## src/spat_pkg.sv

```systemverilog
// ============================================================================
// spat_pkg
// Types and constants shared by the segmented page address translator.
// ============================================================================
`default_nettype none

package spat_pkg;

   // Address layout of a virtual address.
   localparam int SEG_LSB   = 22;
   localparam int PAGE_LSB  = 12;
   localparam int NUM_W     = 10;
   localparam int OFFSET_W  = 12;
   localparam int FRAME_W   = 20;

   // Field widths of the request channel.
   localparam int SEG_INDEX_W  = 4;
   localparam int PAGE_INDEX_W = 6;
   localparam int PAGE_COUNT_W = 7;

   // Writable index ranges follow from the field widths above.
   localparam int SEG_TABLE_LIMIT  = 16;
   localparam int PAGE_INDEX_LIMIT = 64;
   localparam int PAGE_COUNT_LIMIT = 127;

   // Widest page entry address (16 segments of 64 pages).
   localparam int ENTRY_ADDR_W = 10;

   localparam int QUEUE_DEPTH = 2;

   typedef enum logic [1:0] {
      OP_TRANSLATE = 2'd0,
      OP_SET_COUNT = 2'd1,
      OP_SET_ENTRY = 2'd2
   } op_type;

   typedef enum logic [1:0] {
      STATUS_OK         = 2'd0,
      STATUS_NO_SEGMENT = 2'd1,
      STATUS_NO_PAGE    = 2'd2,
      STATUS_NOT_LOADED = 2'd3
   } status_type;

   // What the back end does with a queued word.
   typedef enum logic [1:0] {
      KIND_WRITE  = 2'd0,
      KIND_LOOKUP = 2'd1,
      KIND_ERROR  = 2'd2
   } kind_type;

   typedef enum logic [1:0] {
      BACK_CLEAR = 2'b01,
      BACK_RUN   = 2'b10
   } back_state_type;

   typedef struct packed {
      kind_type                 kind;
      logic [ENTRY_ADDR_W-1:0]  addr;
      logic [FRAME_W-1:0]       frame;
      logic                     loaded;
      logic [OFFSET_W-1:0]      offset;
      status_type               status;
      logic [NUM_W-1:0]         fault;
   } queue_entry_type;

   typedef struct packed {
      logic full;
      logic not_empty;
   } queue_status_type;

endpackage

`default_nettype wire

```

## src/spat_queue.sv

```systemverilog
// ============================================================================
// spat_queue
// Two-word queue between the front end and the back end.
// ============================================================================
`default_nettype none

module spat_queue (
   input  wire logic                       clock,
   input  wire logic                       reset,
   input  wire logic                       push,
   input  wire spat_pkg::queue_entry_type  push_entry,
   input  wire logic                       pop,
   output spat_pkg::queue_entry_type       head,
   output spat_pkg::queue_status_type      status
);

   localparam int PTR_W = $clog2(spat_pkg::QUEUE_DEPTH);
   localparam int CNT_W = $clog2(spat_pkg::QUEUE_DEPTH + 1);

   spat_pkg::queue_entry_type slot_ff [spat_pkg::QUEUE_DEPTH];
   logic [PTR_W-1:0] wr_ptr_ff;
   logic [PTR_W-1:0] wr_ptr_in;
   logic [PTR_W-1:0] rd_ptr_ff;
   logic [PTR_W-1:0] rd_ptr_in;
   logic [CNT_W-1:0] count_ff;
   logic [CNT_W-1:0] count_in;

   assign head             = slot_ff[rd_ptr_ff];
   assign status.full      = count_ff == CNT_W'(spat_pkg::QUEUE_DEPTH);
   assign status.not_empty = count_ff != '0;

   always_comb begin
      wr_ptr_in = wr_ptr_ff;
      rd_ptr_in = rd_ptr_ff;
      count_in  = count_ff;
      if (push) begin
         wr_ptr_in = (wr_ptr_ff == PTR_W'(spat_pkg::QUEUE_DEPTH - 1)) ?
                     '0 : wr_ptr_ff + 1'b1;
      end
      if (pop) begin
         rd_ptr_in = (rd_ptr_ff == PTR_W'(spat_pkg::QUEUE_DEPTH - 1)) ?
                     '0 : rd_ptr_ff + 1'b1;
      end
      if (push && !pop) begin
         count_in = count_ff + 1'b1;
      end else if (pop && !push) begin
         count_in = count_ff - 1'b1;
      end
   end

   always_ff @(posedge clock) begin
      if (push) begin
         slot_ff[wr_ptr_ff] <= push_entry;
      end
   end

   always_ff @(posedge clock) begin
      if (reset) begin
         wr_ptr_ff <= '0;
         rd_ptr_ff <= '0;
         count_ff  <= '0;
      end else begin
         wr_ptr_ff <= wr_ptr_in;
         rd_ptr_ff <= rd_ptr_in;
         count_ff  <= count_in;
      end
   end

endmodule

`default_nettype wire

```

## config.mk

```make
export PLATFORM = sky130hd
export DESIGN_NAME = spat_queue
export DESIGN_NICKNAME = d
export VERILOG_FILES = /design/src/spat_pkg.sv /design/src/spat_queue.sv
export SDC_FILE = /design/constraint.sdc
export NUM_CORES = 1
export LEC_CHECK = 0
export BUFFER_PORTS_ARGS = -buffer_cell sky130_fd_sc_hd__buf_2
export CORE_ASPECT_RATIO = 1.4
export CORE_MARGIN = 8
export CORE_UTILIZATION = 46
export DETAILED_ROUTE_END_ITERATION = 6
export PLACE_DENSITY = 0.74
export SLEW_MARGIN = 25
export SYNTH_ARGS = -nofsm -noshare
export SYNTH_HDL_FRONTEND = slang
export SYNTH_SLANG_ARGS = --single-unit
```

## constraint.sdc

```tcl
create_clock -name clock -period 3.5 [get_ports clock]
set_input_delay 0 -clock clock [delete_from_list [all_inputs] [get_ports clock]]
set_output_delay 0 -clock clock [all_outputs]
set_load 0.02 [all_outputs]
```

==> metrics.yaml <==
status:
  status: "completed"
timing:
  drv_slew: 0
  finalHoldViolCount: 0
  finClkSkew_ns: 0.006156
  setup_viol: 0
  worst_pin_slew_ns: 0.7205
  fin_ws_ns: 1.496
  min_period_ns: 2.004
  finalCritPeriodShare_pct: 57.25
  fin_tns_setup_ns: 0
  max_slew_margin_pct: 51.97
  fmax_ghz: 0.4991
  rsz0062_at_grt: "false"
  hold_ws_ns: 0.3247
routing:
  wl_per_cell_um: 17.18
  routed-via-count: 2479
  drc: 0
  first_pass_iters: 4
  antenna_left: 0
  drt_iter0_markers: 103
  vias_per_cell: 4.776
  routed_wl_um: 8917
setup_path:
  worstPathRequired_ns: 3.50
  path_class: "reg2out"
  cp_max_fo: 43
  crit_path_start_kind: "flop"
  r2r_setup_slack_ns: 1.61
  worst_setup_path_end_kind: "primary output"
  crit_path_end: "head[26]"
  timing.rr.end: "slot_ff[1][40]$_DFFE_PP_"
  reg2reg_depth: 2
  r2r-start: "wr_ptr_ff$_SDFFE_PP0P_"
  worst_ep_arrival_time_ns: 2.00
global_route:
  grt_antenna_before_repair: 1
  use_met2_pct: 25.71
  grt_use_met3_pct: 5.832
  grt_max_degree: 44
  gr-total-overflow: 0
  grt_pass1_vias: 2820
  grt_pass1_wl_um: 13770
  busiest_layer: "met2"
  met1_usage_pct: 13.99
  grtUsageTotal_pct: 14.60
place:
  place_congestion: 0.7168
  portBuffers: 119
  pre_cts_slack_ns: 1.536
  hpwlAfterDp_um: 5780
clock_tree:
  clock-sinks: 119
  clkTransAtPathRegs_ns: 0.05
  clk_path_buf_depth: 2
  cts_tree: "done"
  cts_setup_buffers: 0
  clk_latency_ns: 0.40
  numCtsBuffers: 17
  cts_root_buffer: "clkbuf_16"
  htreeDepth: 4
power_and_ir_drop:
  p_leak_nw: 2.397
  power.density_nw_per_um2: 599.0
  ir_drop_v: 0.0003701
final_layout:
  areaGrowthSynthToFinish_pct: 43.49
  final_nets: 458
  layout-drive-gt1-share_pct: 51.72
synth:
  yosysSeqAreaShare_pct: 81.43
  yosysWarnings: 0
  synth_fp_nets: 261
  synth_area_um2: 4327
  synthCells: 199
  ys_top_cells_by_area: "edfxtp_1 (79%), mux2_2 (15%), dfxtp_1 (2.3%)"
  synth_cell_types: 18
  yosys.area.top_type_share_pct: 79.12
  synth_area_leader_cell: "edfxtp_1"
  synth_seq_cells: 119
  syn_avg_cell_area_um2: 21.74
flow_run:
  maxCapViolCount: 0
die:
  coreArea_um2: 9301
  row_count: 42
  die-area_um2: 12810
  start_util_pct: 46.52
  ios: 120
  dieWidth_um: 97.97
  die_y_um: 130.8
worst_hold_path:
  hp-class: "in2reg"
-- synthesized netlist by cell type --
cell	count
or2_2	1
o21ai_0	1
mux2_2	57
xnor2_1	2
nor2_1	4
dfxtp_1	5
buf_2	2
a21oi_1	1
and2_1	1
or3_1	1
and2b_2	1
buf_6	3
inv_1	1
edfxtp_1	114
xor2_1	2
nor2b_1	1
buf_4	1
ha_1	1
-- state kept, by name, summed over array words and instances, names as in the netlist, named ones only --
register / cells
rd_ptr_ff: 1
count_ff: 2
wr_ptr_ff: 1
slot_ff: 114
-- area by class of cell --
type / count / area (µm²)
diodes: 1 / 2.502
clock buffers: 19 / 432.9
clock inverters: 12 / 111.4
fillers: 628 / 3093
inverters: 1 / 3.754
multi-input cells: 73 / 757.0
flip-flops and latches: 119 / 3527
well taps: 110 / 137.6
repair buffers: 184 / 1236
-- cell families after synthesis --
kind of cell    count (synthesis)  share of synthesized area, %
compound gates                  2                        0.2311
xor+xnor                        4                        0.8099
fa+ha+maj                       1                        0.2891
buf+inv                         7                         1.272
flops                         119                         81.43
mux                            57                         14.84
simple gates                    9                         1.128
-- metrics by stage --
stage / total power [mW] / std cells / area (µm²) / utilization, %
6_report: 3.719 / 519 / 6208 / 66.75
5_1_grt: 3.852 / 519 / 6208 / 66.75
4_1_cts: 3.760 / 518 / 6203 / 66.69
3_5_place_dp: 2.126 / 426 / 5049 / 54.28
3_3_place_gp: 2.112 / 426 / 5049 / 54.28
2_1_floorplan: 1.974 / 199 / 4327 / -
-- power breakdown --
part           internal, mW  switching [mW]
Sequential             1.66          0.0419
Combinational         0.207           0.234
Clock                  1.02           0.548
Total                  2.90           0.824
-- layer usage --
metal	part of all wire [%]	wire length (µm)	vias to the layer above
met5	0	0	-
met2	54	4780	88
li1	-	-	1180
met4	2.7	244	0
met3	6.0	537	14
met1	38	3355	1197
-- worst max-delay path, cell delays in order (launching register included) --
cell and delay, ns:
dfxtp_4 0.72, buf_4 0.33, mux2_2 0.36, buf_2 0.16
-- cells in the final DEF (no fill, tap or decap), drive strengths merged --
cell type	netlist	routed
clkinvlp	0	2
edfxtp	114	114
diode	0	1
dfxtp	5	5
dlygate4sd3	0	61
and2b	1	1
and2	1	1
or3	1	1
ha	1	1
or2	1	1
buf	6	123
bufinv	0	2
inv	1	1
o21ai	1	1
nor2b	1	1
xor2	2	2
clkbuf	0	19
clkinv	0	8
a21oi	1	1
xnor2	2	2
mux2	57	57
nor2	4	4
-- worst min path at each step --
stage | startpoint | end | slack, ns | cells past startpoint
after detailed placement | push_entry[49] | slot_ff[1][49]$_DFFE_PP_ | 0.19 | 1
after floorplan | reset | count_ff[1]$_SDFFE_PP0P_ | 0.07 | 1
after global routing | push_entry[49] | slot_ff[0][49]$_DFFE_PP_ | 0.30 | 2
after global placement | push_entry[43] | slot_ff[0][43]$_DFFE_PP_ | 0.19 | 1
final | push_entry[12] | slot_ff[1][12]$_DFFE_PP_ | 0.32 | 2
after CTS | push_entry[47] | slot_ff[1][47]$_DFFE_PP_ | 0.30 | 2
-- timing repair --
item	CTS	global route
endpoints found under the setup margin	0	0
hold endpoints to repair	119	0
gates resized for setup	0	0
hold buffers	61	0
Power figures use the tool's default switching activity.
