<file path="src/spat_pkg.sv">
// ============================================================================
// spat_pkg
// Types and constants shared by the segmented page address translator.
// ============================================================================
`default_nettype none

package spat_pkg;

   // Address layout of a virtual address.
   localparam int SEG_LSB   = 22;
   localparam int PAGE_LSB  = 12;
   localparam int NUM_W     = 10;
   localparam int OFFSET_W  = 12;
   localparam int FRAME_W   = 20;

   // Field widths of the request channel.
   localparam int SEG_INDEX_W  = 4;
   localparam int PAGE_INDEX_W = 6;
   localparam int PAGE_COUNT_W = 7;

   // Writable index ranges follow from the field widths above.
   localparam int SEG_TABLE_LIMIT  = 16;
   localparam int PAGE_INDEX_LIMIT = 64;
   localparam int PAGE_COUNT_LIMIT = 127;

   // Widest page entry address (16 segments of 64 pages).
   localparam int ENTRY_ADDR_W = 10;

   localparam int QUEUE_DEPTH = 2;

   typedef enum logic [1:0] {
      OP_TRANSLATE = 2'd0,
      OP_SET_COUNT = 2'd1,
      OP_SET_ENTRY = 2'd2
   } op_type;

   typedef enum logic [1:0] {
      STATUS_OK         = 2'd0,
      STATUS_NO_SEGMENT = 2'd1,
      STATUS_NO_PAGE    = 2'd2,
      STATUS_NOT_LOADED = 2'd3
   } status_type;

   // What the back end does with a queued word.
   typedef enum logic [1:0] {
      KIND_WRITE  = 2'd0,
      KIND_LOOKUP = 2'd1,
      KIND_ERROR  = 2'd2
   } kind_type;

   typedef enum logic [1:0] {
      BACK_CLEAR = 2'b01,
      BACK_RUN   = 2'b10
   } back_state_type;

   typedef struct packed {
      kind_type                 kind;
      logic [ENTRY_ADDR_W-1:0]  addr;
      logic [FRAME_W-1:0]       frame;
      logic                     loaded;
      logic [OFFSET_W-1:0]      offset;
      status_type               status;
      logic [NUM_W-1:0]         fault;
   } queue_entry_type;

   typedef struct packed {
      logic full;
      logic not_empty;
   } queue_status_type;

endpackage

`default_nettype wire

</file>
<file path="src/spat_req_if.sv">
// ============================================================================
// spat_req_if
// Request channel: translate and table load words with valid/ready.
// ============================================================================
`default_nettype none

interface spat_req_if;
   logic        valid;
   logic        ready;
   logic [1:0]  operation;
   logic [31:0] virtual_address;
   logic [3:0]  segment_index;
   logic [5:0]  page_index;
   logic [6:0]  page_count;
   logic [19:0] page_frame;
   logic        page_loaded;

   modport source (
      output valid, operation, virtual_address, segment_index, page_index,
             page_count, page_frame, page_loaded,
      input  ready
   );

   modport sink (
      input  valid, operation, virtual_address, segment_index, page_index,
             page_count, page_frame, page_loaded,
      output ready
   );
endinterface

`default_nettype wire

</file>
<file path="src/spat_front.sv">
// ============================================================================
// spat_front
// Accepts request words, keeps the segment count and page count tables and
// classifies translations before they are queued for the back end.
// ============================================================================
`default_nettype none

module spat_front #(
   parameter int MAX_SEGMENTS = 16,
   parameter int MAX_PAGES    = 64
) (
   input  wire logic                      clock,
   input  wire logic                      reset,
   input  wire logic                      csr_write_enable,
   input  wire logic [4:0]                csr_write_data,
   spat_req_if.sink                       req,
   input  wire logic                      back_busy,
   input  wire spat_pkg::queue_status_type q_status,
   output logic                           push,
   output spat_pkg::queue_entry_type      entry
);

   localparam int SEG_D = (MAX_SEGMENTS < spat_pkg::SEG_TABLE_LIMIT) ?
                          MAX_SEGMENTS : spat_pkg::SEG_TABLE_LIMIT;
   localparam int PG_D  = (MAX_PAGES < spat_pkg::PAGE_INDEX_LIMIT) ?
                          MAX_PAGES : spat_pkg::PAGE_INDEX_LIMIT;
   localparam int SEG_W = (SEG_D > 1) ? $clog2(SEG_D) : 1;
   localparam int PG_W  = (PG_D > 1) ? $clog2(PG_D) : 1;
   localparam int CNT_MAX = (MAX_PAGES < spat_pkg::PAGE_COUNT_LIMIT) ?
                            MAX_PAGES : spat_pkg::PAGE_COUNT_LIMIT;
   localparam int CNT_W = $clog2(CNT_MAX + 1);

   logic [4:0]       seg_count_ff;
   logic [4:0]       seg_count_in;
   logic [CNT_W-1:0] count_ff [SEG_D];
   logic [CNT_W-1:0] count_in [SEG_D];

   logic                         accept;
   logic [spat_pkg::NUM_W-1:0]   seg;
   logic [spat_pkg::NUM_W-1:0]   page;
   logic [SEG_W-1:0]             seg_lo;
   logic [PG_W-1:0]              page_lo;
   logic [SEG_W-1:0]             si_lo;
   logic [PG_W-1:0]              pi_lo;
   logic                         seg_present;
   logic                         seg_in_table;
   logic [CNT_W-1:0]             count_sel;
   logic                         page_ok;
   logic                         page_in_mem;
   logic                         si_ok;
   logic                         pi_ok;
   logic [CNT_W-1:0]             count_sat;

   assign req.ready = q_status.full == 1'b0 && !back_busy;
   assign accept    = req.valid && req.ready;

   assign seg     = req.virtual_address[spat_pkg::SEG_LSB +: spat_pkg::NUM_W];
   assign page    = req.virtual_address[spat_pkg::PAGE_LSB +: spat_pkg::NUM_W];
   assign seg_lo  = seg[SEG_W-1:0];
   assign page_lo = page[PG_W-1:0];
   assign si_lo   = req.segment_index[SEG_W-1:0];
   assign pi_lo   = req.page_index[PG_W-1:0];

   // A segment exists below both the configured count and the parameter.
   assign seg_present  = (seg < {5'd0, seg_count_ff}) &&
                         ({1'b0, seg} < 11'(MAX_SEGMENTS));
   assign seg_in_table = seg < 10'(SEG_D);
   assign count_sel    = seg_in_table ? count_ff[seg_lo] : '0;
   assign page_ok      = page < 10'(count_sel);
   // Pages beyond the writable range are never loaded.
   assign page_in_mem  = page < 10'(PG_D);

   assign si_ok = {1'b0, req.segment_index} < 5'(SEG_D);
   assign pi_ok = {1'b0, req.page_index} < 7'(PG_D);
   assign count_sat = (int'(req.page_count) > MAX_PAGES) ?
                      CNT_W'(MAX_PAGES) : CNT_W'(req.page_count);

   assign seg_count_in = csr_write_enable ? csr_write_data : seg_count_ff;

   always_comb begin
      count_in = count_ff;
      push     = 1'b0;
      entry    = '0;
      entry.offset = req.virtual_address[spat_pkg::OFFSET_W-1:0];
      unique case (req.operation)
         spat_pkg::OP_SET_COUNT: begin
            if (accept && si_ok) begin
               count_in[si_lo] = count_sat;
            end
         end
         spat_pkg::OP_SET_ENTRY: begin
            push         = accept && si_ok && pi_ok;
            entry.kind   = spat_pkg::KIND_WRITE;
            entry.addr   = spat_pkg::ENTRY_ADDR_W'(int'(si_lo) * PG_D + int'(pi_lo));
            entry.frame  = req.page_frame;
            entry.loaded = req.page_loaded;
         end
         spat_pkg::OP_TRANSLATE: begin
            push       = accept;
            entry.addr = spat_pkg::ENTRY_ADDR_W'(int'(seg_lo) * PG_D + int'(page_lo));
            if (!seg_present) begin
               entry.kind   = spat_pkg::KIND_ERROR;
               entry.status = spat_pkg::STATUS_NO_SEGMENT;
               entry.fault  = seg;
            end else if (!page_ok) begin
               entry.kind   = spat_pkg::KIND_ERROR;
               entry.status = spat_pkg::STATUS_NO_PAGE;
               entry.fault  = page;
            end else if (!page_in_mem) begin
               entry.kind   = spat_pkg::KIND_ERROR;
               entry.status = spat_pkg::STATUS_NOT_LOADED;
               entry.fault  = page;
            end else begin
               entry.kind   = spat_pkg::KIND_LOOKUP;
               entry.status = spat_pkg::STATUS_OK;
               entry.fault  = page;
            end
         end
         default: begin
         end
      endcase
   end

   always_ff @(posedge clock) begin
      if (reset) begin
         seg_count_ff <= '0;
         count_ff     <= '{default: '0};
      end else begin
         seg_count_ff <= seg_count_in;
         count_ff     <= count_in;
      end
   end

endmodule

`default_nettype wire

</file>
<file path="src/flat_wrapper.sv">
// flat-port wrapper written by rule: the top's interface ports become plain ports
module spat_front_flat 
#(
   parameter int MAX_SEGMENTS = 16,
   parameter int MAX_PAGES    = 64
)
  (clock, reset, csr_write_enable, csr_write_data, back_busy, q_status, push, entry, req_valid, req_operation, req_virtual_address, req_segment_index, req_page_index, req_page_count, req_page_frame, req_page_loaded, req_ready);
  spat_req_if req_i ();
  input  wire logic clock;
  input  wire logic reset;
  input  wire logic csr_write_enable;
  input  wire logic [4:0] csr_write_data;
  input  wire logic back_busy;
  input  wire spat_pkg::queue_status_type q_status;
  output logic push;
  output spat_pkg::queue_entry_type entry;
  input wire logic [$bits(req_i.valid)-1:0] req_valid;
  input wire logic [$bits(req_i.operation)-1:0] req_operation;
  input wire logic [$bits(req_i.virtual_address)-1:0] req_virtual_address;
  input wire logic [$bits(req_i.segment_index)-1:0] req_segment_index;
  input wire logic [$bits(req_i.page_index)-1:0] req_page_index;
  input wire logic [$bits(req_i.page_count)-1:0] req_page_count;
  input wire logic [$bits(req_i.page_frame)-1:0] req_page_frame;
  input wire logic [$bits(req_i.page_loaded)-1:0] req_page_loaded;
  output wire logic [$bits(req_i.ready)-1:0] req_ready;
  assign req_i.valid = req_valid;
  assign req_i.operation = req_operation;
  assign req_i.virtual_address = req_virtual_address;
  assign req_i.segment_index = req_segment_index;
  assign req_i.page_index = req_page_index;
  assign req_i.page_count = req_page_count;
  assign req_i.page_frame = req_page_frame;
  assign req_i.page_loaded = req_page_loaded;
  assign req_ready = req_i.ready;
  spat_front #(.MAX_SEGMENTS(MAX_SEGMENTS), .MAX_PAGES(MAX_PAGES)) u_core (.clock(clock), .reset(reset), .csr_write_enable(csr_write_enable), .csr_write_data(csr_write_data), .req(req_i), .back_busy(back_busy), .q_status(q_status), .push(push), .entry(entry));
endmodule
</file>
<file path="config.mk">
export PLATFORM = sky130hd
export DESIGN_NAME = spat_front_flat
export DESIGN_NICKNAME = d
export VERILOG_FILES = /design/src/spat_pkg.sv /design/src/spat_req_if.sv /design/src/spat_front.sv /design/src/flat_wrapper.sv
export SDC_FILE = /design/constraint.sdc
export NUM_CORES = 1
export LEC_CHECK = 0
export BUFFER_PORTS_ARGS = -buffer_cell sky130_fd_sc_hd__buf_4
export CAP_MARGIN = 15
export CORE_UTILIZATION = 29
export DETAILED_ROUTE_END_ITERATION = 8
export GPL_TIMING_DRIVEN = 0
export PLACE_DENSITY = 0.62
export SETUP_SLACK_MARGIN = 0.5
export SYNTH_ARGS = -nofsm -noshare
export SYNTH_HDL_FRONTEND = slang
export SYNTH_SLANG_ARGS = --single-unit
</file>
<file path="constraint.sdc">
create_clock -name clock -period 2.4 [get_ports clock]
set_clock_uncertainty 0.1 [all_clocks]
set_input_delay 0 -clock clock [delete_from_list [all_inputs] [get_ports clock]]
set_output_delay 0 -clock clock [all_outputs]
set_load 0.03 [all_outputs]
</file>
==> impl_metrics.csv <==
group,metric,value,unit
route,postRouteAntennaNets,0,
yosys,ys_ff_latch,117,
route,drt_iter0_markers,426,
cells_and_area,syn2layout_area_growth,40.1,%
placement,hpwl,13.7,mm
sta,post-route-period-util,129,%
worst_setup_path,start_kind,"flip-flop",
worst_setup_path,path_max_fanout,2,
placement,place_congestion,0.836,
yosys,synth-edff-count,0,
global_route,grt_pass1_vias,5110,
worst_setup_path,crit_type,"reg -> out",
cells_and_area,diodes,0,
clock_tree,cts.sinks,117,
floorplan,core_area,20300,um2
yosys,avgSynthCellArea,9.51,um2
clock_tree,clkTransAtPathRegs,0.05,ns
yosys,yosysWarnings,0,
power_and_ir_drop,power_frac_seq,36.9,%
outcome,status,"finished with violations",
floorplan,die_area,21400,um2
clock_tree,htreeDepth,4,
min_path,hp-class,"in -> reg",
power_and_ir_drop,powerDensity,626,nW/um2
yosys,ys_types,40,
clock_tree,clock_latency,0.42,ns
sta,worstMarginPinSlew,0.780,ns
power_and_ir_drop,switchingPower,1260,uW
worst_setup_path,crit_required,2.30,ns
global_route,grt_remaining_overflow,0,
floorplan,initial_core_util,29.8,%
power_and_ir_drop,internal_power,4040,uW
worst_setup_path,r2r_start,"u_core.seg_count_ff[1]",
flow_run,cap_violations,0,
route,drt_wl_total,18.7,mm
floorplan,num_rows,52,
floorplan,io_pins,143,
cells_and_area,drive_gt1_share,31.9,%
yosys,synth.area.top_cells,"dfxtp_1 39%, mux2i_1 19%, mux4_2 11%",
worst_setup_path,ff2ff_path_depth,3,
yosys,yosysMostFrequentCell,"nor2_1",
outcome,violations,"setup timing",
power_and_ir_drop,p_leak,0.00348,uW
yosys,synth_flop_cell,"dfxtp_1",
clock_tree,cts_root_buf,"clkbuf_16",
min_path,worstHoldEndpoint,"u_core.count_ff[111]",
route,num_vias,5221,
cells_and_area,layout.nets,890,
floorplan,die_w,146,um
global_route,grt.total_usage,17.7,%
yosys,synthTopCellsByCount,"124 x nor2_1, 117 x dfxtp_1, 117 x mux2i_1",
yosys,yosysTopAreaCellShare,38.8,%
global_route,grt_pass1_wl,28.6,mm
sta,maxSlewHeadroom,48.0,%
sta,min_period,3.09,ns
clock_tree,cts_tree,"done",
cells_and_area,postLayoutCoreUtil,41.7,%
min_path,whs_path_depth,4,
yosys,synthCells,635,
global_route,grt_max_degree,17,
yosys,synth_area,6040,um2
yosys,seq_area_frac_synth,38.8,%
sta,setup_viol,4,
sta,fin_ws,-0.693,ns
min_path,min_from,"req_segment_index[0]",
worst_setup_path,cp-end-kind,"primary output",
power_and_ir_drop,pwr-share-clk,50.9,%
sta,finalMaxSlewViolations,0,
cells_and_area,layoutNonFillerInstCount,1079,
yosys,async_reset_ff_share,0,%
power_and_ir_drop,combinationalPowerShare,12.2,%
worst_setup_path,r2r_setup_slack,1.13,ns
route,dr.pass1.iters,4,
placement,dp_cells,1027,
global_route,antenna_found_initial,0,
floorplan,die_h,146,um
clock_tree,clk_path_buf_depth,2,
sta,finalHoldViolations,0,
sta,max_freq,323,MHz
route,drt-wirelength-per-cell,17.3,um
power_and_ir_drop,swShare,23.7,%
yosys,yosysTopAreaCell,"dfxtp_1",
placement,port_buffers,122,
route,route.detailed.drc,0,
clock_tree,cts_buffers,17,
sta,rsz0062_at_grt,"true",
power_and_ir_drop,ir_drop,478,uV
worst_setup_path,arrival,2.99,ns
yosys,synth_fp_nets,729,
route,vias_per_cell,4.84,
sta,tns,-2.66,ns
worst_setup_path,r2r_end,"u_core.seg_count_ff[1]",
-- per-layer routing --
layer  share of wire, %  global-route usage [%]
met3                7.7                    4.97
met5                  0                       0
met4               0.92                    5.47
met2                 50                    31.1
met1                 41                    20.8
-- placed cells by master, fill, tap and decap left out, types with 7 or more instances in the layout --
| cell type | count |
|---|---|
| a21oi_1 | 23 |
| and2_1 | 21 |
| buf_4 | 129 |
| buf_6 | 16 |
| clkbuf_1 | 43 |
| clkbuf_16 | 17 |
| dfxtp_1 | 115 |
| dlygate4sd3_1 | 11 |
| mux2i_1 | 116 |
| mux4_2 | 30 |
| nand2_1 | 30 |
| nand3_1 | 7 |
| nor2_1 | 117 |
| nor2_2 | 7 |
| nor2b_1 | 9 |
| o21ai_0 | 21 |
-- area by class of cell --
cell class | instances | area, um2
inverter | 6 | 22.5
tap | 270 | 338
clock buffer | 23 | 478
timing repair buffer | 142 | 1170
multi-input combinational | 446 | 3590
clock inverter | 9 | 149
fill | 1965 | 11800
sequential | 117 | 2340
buffer | 66 | 364
-- power by group through the flow --
stage          clock network [uW]  logic [uW]  registers [uW]
4_1_cts                      2720         625            1950
6_report                     2700         644            1950
3_5_place_dp                    0         595            1990
5_1_grt                      2800         686            1950
3_3_place_gp                    0         591            1990
2_1_floorplan                   0         344            1990
-- stage by stage --
step	power [uW]	hold slack, ns	setup WS (ns)	cell area (um2)
after floorplan	2340	0.00727	-0.0560	6140
after global placement	2590	0.116	-0.772	7390
after detailed placement	2590	0.117	-0.824	7390
after CTS	5300	0.0744	-0.809	8230
after global routing	5440	0.113	-0.787	8460
final	5290	0.0629	-0.693	8460
-- logic make-up (layout without fill, tap and decap cells) --
logic type | count (synthesis) | after routing | synth area share (%)
AOI/OAI and AO/OA | 64 | 64 | 5.76
adders and majority gates | 10 | 10 | 2.07
buffers and inverters | 72 | 246 | 5.49
DFF | 117 | 117 | 38.8
muxes | 147 | 147 | 30.6
and+or+nand+nor | 225 | 225 | 17.3
-- flip-flops by register name, indices dropped and copies added, names as in the netlist --
name,cells
u_core.count_ff,112
u_core.seg_count_ff,5
-- repair_timing --
action	4_1_cts	5_1_grt
hold endpoints to repair	6	0
pin swaps	6	16
hold buffers	11	0
gates cloned	0	1
gates resized for setup	17	33
setup buffers	2	6
endpoints found under the setup margin	14	47
-- critical path, cell delays in order, from the launching register on --
cell      delay (ns)
dfxtp_2         0.31
mux4_2          0.51
mux4_2          0.52
nand2_2         0.11
ha_4            0.20
a21oi_2         0.14
o22ai_2         0.10
buf_4           0.14
nor3_2          0.10
o211ai_1        0.12
a21oi_2         0.16
buf_6           0.14
-- worst max-delay path by stage --
stage                                  from        end  slack (ns)  cells past startpoint
floorplan           req_virtual_address[22]  entry[10]       -0.06                     11
global placement    req_virtual_address[24]  entry[56]       -0.77                     13
detailed placement  req_virtual_address[24]  entry[56]       -0.82                     13
CTS                     u_core.count_ff[19]  entry[56]       -0.81                     10
global route            u_core.count_ff[19]  entry[10]       -0.79                     11
finish                  u_core.count_ff[19]  entry[10]       -0.69                     11
Note: power is estimated with default switching activity, not from simulation.
